$ cat config.mk
export PLATFORM = sky130hd
export DESIGN_NAME = kbse_ram
export DESIGN_NICKNAME = d
export VERILOG_FILES = /design/src/sv/kbse_ram.sv
export SDC_FILE = /design/constraint.sdc
export NUM_CORES = 1
export LEC_CHECK = 0
export ABC_AREA = 0
export BUFFER_PORTS_ARGS = -buffer_cell sky130_fd_sc_hd__buf_2
export CAP_MARGIN = 10
export CORE_UTILIZATION = 62
export CTS_CLUSTER_DIAMETER = 60
export DETAILED_ROUTE_END_ITERATION = 10
export PLACE_DENSITY_LB_ADDON = 0.08
export SLEW_MARGIN = 0
export SYNTH_ARGS = -nofsm -noshare
export SYNTH_HDL_FRONTEND = slang
export SYNTH_SLANG_ARGS = --single-unit
$ cat constraint.sdc
create_clock -name clock -period 4.1 [get_ports clock]
set_input_delay 0.82 -clock clock [delete_from_list [all_inputs] [get_ports clock]]
set_output_delay 0.82 -clock clock [all_outputs]
set_load 0.05 [all_outputs]
$ cat src/sv/kbse_ram.sv
`default_nettype none
// ----------------------------------------------------------------------------
// kbse_ram
// Generic single-write, single-read RAM with registered read data.
// ----------------------------------------------------------------------------
module kbse_ram #(
   parameter int WIDTH = 8,
   parameter int DEPTH = 128
) (
   input  wire logic                     clock,
   input  wire logic                     we,
   input  wire logic [$clog2(DEPTH)-1:0] waddr,
   input  wire logic [WIDTH-1:0]         wdata,
   input  wire logic                     re,
   input  wire logic [$clog2(DEPTH)-1:0] raddr,
   output logic      [WIDTH-1:0]         rdata
);

   logic [WIDTH-1:0] mem_ff [DEPTH];
   logic [WIDTH-1:0] rdata_ff;

   always_ff @(posedge clock) begin
      if (we) begin
         mem_ff[waddr] <= wdata;
      end
      if (re) begin
         rdata_ff <= mem_ff[raddr];
      end
   end

   assign rdata = rdata_ff;

endmodule
`default_nettype wire

After elaboration in Yosys (flattened, before gate mapping)
Memories as Yosys holds them, arrays and structs flattened. A register that Yosys moved wholly into a read port is not among the register bits. Cells that the tools add are included.

Multiplexer cells: 2.

Operator list (number): $mux W1 (2).

Register bits: 0. RAM bits: 1024. Bits of input ports: 25. Logic and storage cells: 3. Memories kept: 1.

Memories: mem_ff (words 128, bits a word 8, rd ports 1, clocked after Yosys merged registers in 1, write ports 1, line 19) `logic [WIDTH-1:0] mem_ff [DEPTH];`.

Logic depth before layout (Yosys ltp)
Gate-level depths: netlist of run 1.

Depth after elaboration: 2. Gate-level depth with buffers: 7. Depth with buffers taken out: 4.

Worst setup path after synthesis of run 1
No wires, ideal clock.

Path kind: input port to flip-flop. Start: input raddr[0]. End: register rdata_ff[0] (netlist: rdata[0]) (read register of mem_ff), data pin. Setup time: 0.260 ns. Arrival time: 3.204 ns. Required time: 3.840 ns. Setup slack: 0.637 ns. Cell stages on the path: 6. Buffers on the path: 2. Path through: clkbuf_1 > buf_1 > mux4_2 > mux4_2 > mux4_2 > mux2_2.

RTL lines: start: declaration (line 15) `input wire logic [$clog2(DEPTH)-1:0] raddr,`; end: declaration (line 20) `logic [WIDTH-1:0] rdata_ff;`.

==> results of run 1 <==
==> worst max-delay path: cells and delay by family <==
kind,cells,cell delay (ps)
mux,4,1930
buf+inv,3,700
==> where the power goes <==
group / leakage (uW) / total (uW) / switching, uW / internal [uW]
clock network: 0.00152 / 8880 / 3770 / 5110
logic: 0.00318 / 1100 / 655 / 450
registers: 0.00928 / 11700 / 15.5 / 11700
total: 0.0140 / 21700 / 4440 / 17200
==> flip-flops by register name, indices dropped and copies added, names as in the netlist <==
register and count:
mem_ff 1024, rdata 8
==> synthesized netlist by cell type (2+ instances only) <==
master	number	area share, %
edfxtp_1	1032	78
mux4_2	336	19
nor2_1	122	1.2
clkbuf_1	44	0.42
buf_1	18	0.17
buf_2	15	0.19
nand2_1	14	0.13
nand3_1	12	0.15
buf_4	11	0.21
nor3_1	9	0.11
mux2_2	8	0.23
nor2b_1	7	0.11
nand4_1	3	0.047
nand2b_1	2	0.031
==> layout make-up <==
type                       count  area share (%)
antenna                        2          0.0111
clock buffer                 129            5.91
clock inverter                52            1.07
multi-input combinational    514            18.6
sequential                  1032            69.0
tap                          846            2.36
timing repair buffer         160            3.04
==> through the flow <==
stage / area, um^2 / worst slack (ps)
finish: 44900 / 1010
global placement: 41800 / 351
detailed placement: 41800 / 343
global route: 44900 / 959
CTS: 44900 / 1030
floorplan: 39700 / 637
==> layer usage <==
layer  share of wire [%]  vias to the layer above  GRT usage, %
met5               0.051                        -             0
met4                 2.4                        8          8.21
met3                 7.8                      118          4.76
met2                  49                      753          43.0
met1                  41                     9690          42.3
li1                    -                     7385             -
==> path summary, 6_finish.rpt <==
path	end	slack (ps)	cells after the start	startpoint
setup reg to reg	rdata[4]	1470	4	mem_ff[23][4]
hold / removal	rdata[0]	530	1	re
setup / recovery	rdata[1]	1010	7	raddr[0]
hold reg to reg	rdata[3]	1220	4	mem_ff[127][3]
==> cells by family after synthesis <==
family | count (synthesis) | synth area share, %
buf+inv | 89 | 1.01
simple gates | 170 | 1.75
mux | 344 | 19.3
flops | 1032 | 78.0
==> results.sh, run 1 <==
export IMPL_status="completed"
export IMPL_grt_overflow_total=0
export IMPL_max_stage_delay_ps=590
export IMPL_fill_cells=3634
export IMPL_crit_path_frequent_cell="mux4_2"
export IMPL_relSlewSlack_pct=16.4
export IMPL_cp_cell_sequence="buf_8 -> buf_12 -> buf_12 -> mux4_2 -> mux4_2 -> mux4_2 -> mux2_2"
export IMPL_syn_area_per_cell_um2=24.3
export IMPL_grt_pass1_vias=18000
export IMPL_antenna_found_initial=7
export IMPL_slowest_stage="mux4_2"
export IMPL_io_buffers=32
export IMPL_clkLatencyLatePin_ps=670
export IMPL_tightest_slew_ps=1250
export IMPL_fin_cells=2735
export IMPL_wl_um=86600
export IMPL_die_area_mm2=0.0651
export IMPL_hold_path_class="in -> reg"
export IMPL_final_hold_viol_count=0
export IMPL_hold_ws_ps=530
export IMPL_layout_area_seq_mm2=0.0310
export IMPL_grt_max_degree=129
export IMPL_ir_drop_mv=0.410
export IMPL_finalCritPeriodShare_pct=75.5
export IMPL_fin_nets=1833
export IMPL_cts_root_buffer="clkbuf_16"
export IMPL_tns_ps=0
export IMPL_p_per_area_mw_per_mm2=483
export IMPL_drtAntennaViolNets=0
export IMPL_die_h_um=255
export IMPL_setup_viol=0
export IMPL_ctsHtreeMaxLevel=3
export IMPL_cts_resized=0
export IMPL_grt_pass1_wl_um=126000
export IMPL_end_kind="flop"
export IMPL_post_route_min_period_ps=3090
export IMPL_io_pins=33
export IMPL_required_ps=4500
export IMPL_initial_utilization_pct=62.9
export IMPL_rows=92
export IMPL_fmax_mhz=323
export IMPL_max_cap_violations=0
export IMPL_wl_per_cell_um=31.7
export IMPL_async_flop_share_pct=0
export IMPL_dpl_cell_count=2552
export IMPL_slew_viol_final=0
export IMPL_cts_tree="yes"
export IMPL_drive_gt1_share_pct=33.4
export IMPL_ys_warn_count=0
export IMPL_ys_ff_latch=1032
export IMPL_cts_hold_buffers=0
export IMPL_fin_skew_ps=22.5
export IMPL_worstPathArrival_ps=3490
export IMPL_dp_hpwl_um=52500
export IMPL_routabilityCongestion=0.801
export IMPL_total_power_uw=21700
export IMPL_start_kind="input port"
export IMPL_ys_flop_type="edfxtp_1"
export IMPL_synth_cells=1635
export IMPL_seq_area_frac_synth_pct=78.0
export IMPL_cts_made_buffers=100
export IMPL_syn_num_nets=1660
export IMPL_multiInputGateArea_mm2=0.00835
export IMPL_dr_pass1_iters=5
export IMPL_path_max_fanout=22
export IMPL_final_common_cell="edfxtp_1"
export IMPL_post_cts_setup_buffer_count=0
export IMPL_cts_max_path_buffers=3
export IMPL_die_w_um=255
export IMPL_synth_edf_count=1032
export IMPL_track_usage_pct=28.0
export IMPL_numClockSinks=1032
export IMPL_drtIter0Drc=2028
export IMPL_utilization_pct=71.1
export IMPL_area_growth_synth_to_final_pct=13.0
export IMPL_path_class="in -> reg"
export IMPL_mostFrequentLayoutCells="edfxtp_1, mux4_2, nor2_1, buf_4, clkbuf_16"
export IMPL_clk_pin_slew_ps=60
export IMPL_coreArea_mm2=0.0632
export IMPL_yosys_cell_types_count=16
export IMPL_vias_per_cell=6.56
export IMPL_rsz0062_at_grt="false"
export IMPL_vias=18000
export IMPL_leakagePower_uw=0.0140
export IMPL_netlist_area_mm2=0.0397
export IMPL_drc=0
Power figures use the tool's default switching activity.
==> run 2, diff against run 1 <==
Clock period 4.1 ns to 3.2 ns, I/O delays scaled along.
==> results.sh, run 2 (same netlist as run 1, synthesis figures left out) <==
export IMPL_status="completed"
export IMPL_path_class="in -> reg"
export IMPL_setup_viol=0
export IMPL_cts_tree="yes"
export IMPL_die_h_um=255
export IMPL_drtIter0Drc=2077
export IMPL_p_per_area_mw_per_mm2=607
export IMPL_cts_hold_buffers=0
export IMPL_required_ps=3590
export IMPL_die_area_mm2=0.0651
export IMPL_start_kind="input port"
export IMPL_post_route_min_period_ps=2800
export IMPL_path_max_fanout=15
export IMPL_ir_drop_mv=0.485
export IMPL_routabilityCongestion=0.820
export IMPL_slew_viol_final=0
export IMPL_hold_path_class="in -> reg"
export IMPL_initial_utilization_pct=62.9
export IMPL_post_cts_setup_buffer_count=0
export IMPL_grt_pass1_wl_um=126000
export IMPL_final_hold_viol_count=0
export IMPL_coreArea_mm2=0.0632
export IMPL_cts_root_buffer="clkbuf_16"
export IMPL_worstHoldStart="re"
export IMPL_drc=0
export IMPL_met3_length_um=8040
export IMPL_leakagePower_uw=0.0145
export IMPL_end_kind="flop"
export IMPL_utilization_pct=72.4
export IMPL_area_growth_synth_to_final_pct=15.2
export IMPL_relSlewSlack_pct=28.2
export IMPL_track_usage_pct=27.9
export IMPL_fin_skew_ps=19.3
export IMPL_regMostFlops="mem_ff"
export IMPL_rows=92
export IMPL_fin_nets=1909
export IMPL_rsz0062_at_grt="false"
export IMPL_drtAntennaViolNets=0
export IMPL_tightest_slew_ps=1080
export IMPL_wl_um=86800
export IMPL_tns_ps=0
export IMPL_grt_max_degree=99
export IMPL_dr_pass1_iters=5
export IMPL_io_pins=33
export IMPL_antenna_found_initial=8
export IMPL_worstPathArrival_ps=3190
export IMPL_grt_pass1_vias=18400
export IMPL_multiInputGateArea_mm2=0.00835
export IMPL_finalCritPeriodShare_pct=87.6
export IMPL_final_common_cell="edfxtp_1"
export IMPL_topRoutingLayerUsed="met5"
export IMPL_layout_area_seq_mm2=0.0310
export IMPL_cts_max_path_buffers=3
export IMPL_wl_met1_um=34300
export IMPL_cts_resized=0
export IMPL_r2r_start="mem_ff[69][0]"
export IMPL_largest_reg_flops=1024
export IMPL_numClockSinks=1032
export IMPL_dp_hpwl_um=54500
export IMPL_max_cap_violations=0
export IMPL_wl_met2_um=42300
export IMPL_vias=18300
export IMPL_wl_per_cell_um=30.9
export IMPL_total_power_uw=27800
export IMPL_fmax_mhz=357
export IMPL_fill_cells=3494
export IMPL_grt_overflow_total=0
export IMPL_io_buffers=32
export IMPL_die_w_um=255
export IMPL_clk_pin_slew_ps=60
export IMPL_mostFrequentLayoutCells="edfxtp_1, mux4_2, buf_4, nor2_1, clkbuf_16"
export IMPL_crit_path_start="raddr[0]"
export IMPL_cts_made_buffers=98
export IMPL_clkLatencyLatePin_ps=650
export IMPL_drive_gt1_share_pct=36.4
export IMPL_ctsHtreeMaxLevel=3
export IMPL_vias_per_cell=6.50
run 2: changes by cell type in the layout (fill, tap and decap cells not counted), sizes merged:
cell      previous run  this run
clkbuf             129       119
clkinv              37        43
bufinv               9        10
buf                160       238
clkinvlp             2         1
inv                  4         5
run 2: final cells by class:
| cell class | count | area share [%] |
|---|---|---|
| Sequential cell | 1032 | 67.7 |
| Multi-Input combinational cell | 514 | 18.3 |
| Clock buffer | 119 | 5.62 |
| Timing Repair Buffer | 238 | 4.89 |
| Tap cell | 846 | 2.31 |
| Clock inverter | 59 | 1.22 |
| Antenna cell | 2 | 0.0109 |
run 2: metrics by stage:
stage	worst slack (ps)	instance area, um^2	hold WS [ps]	cells
finish	398	45800	371	2810
global route	357	45800	352	2810
CTS	411	45800	348	2808
detailed placement	-268	42600	1030	2630
global placement	-257	42600	1030	2630
floorplan	9.87	39700	739	1635
run 2: per-layer routing:
metal	vias to the layer above	global-route usage (%)
met4	10	8.21
met3	138	5.49
met2	849	43.4
met1	9738	41.2
li1	7541	-
met5	-	0
run 2: critical path, cell delays in order:
cell and delay, ps:
buf_8 180, buf_4 350, mux4_2 590, mux4_2 560, mux4_2 560, mux2_2 300
run 2: where the power goes:
part | switching, uW | internal (uW)
logic | 855 | 650
registers | 20.2 | 14900
clock network | 4800 | 6520
run 2: path summary, 6_finish.rpt:
check | endpoint | slack [ps] | cells after the start
min reg2reg | rdata[6] | 1200 | 4
max reg2reg | rdata[0] | 640 | 4
min | rdata[0] | 370 | 1
max | rdata[1] | 400 | 6
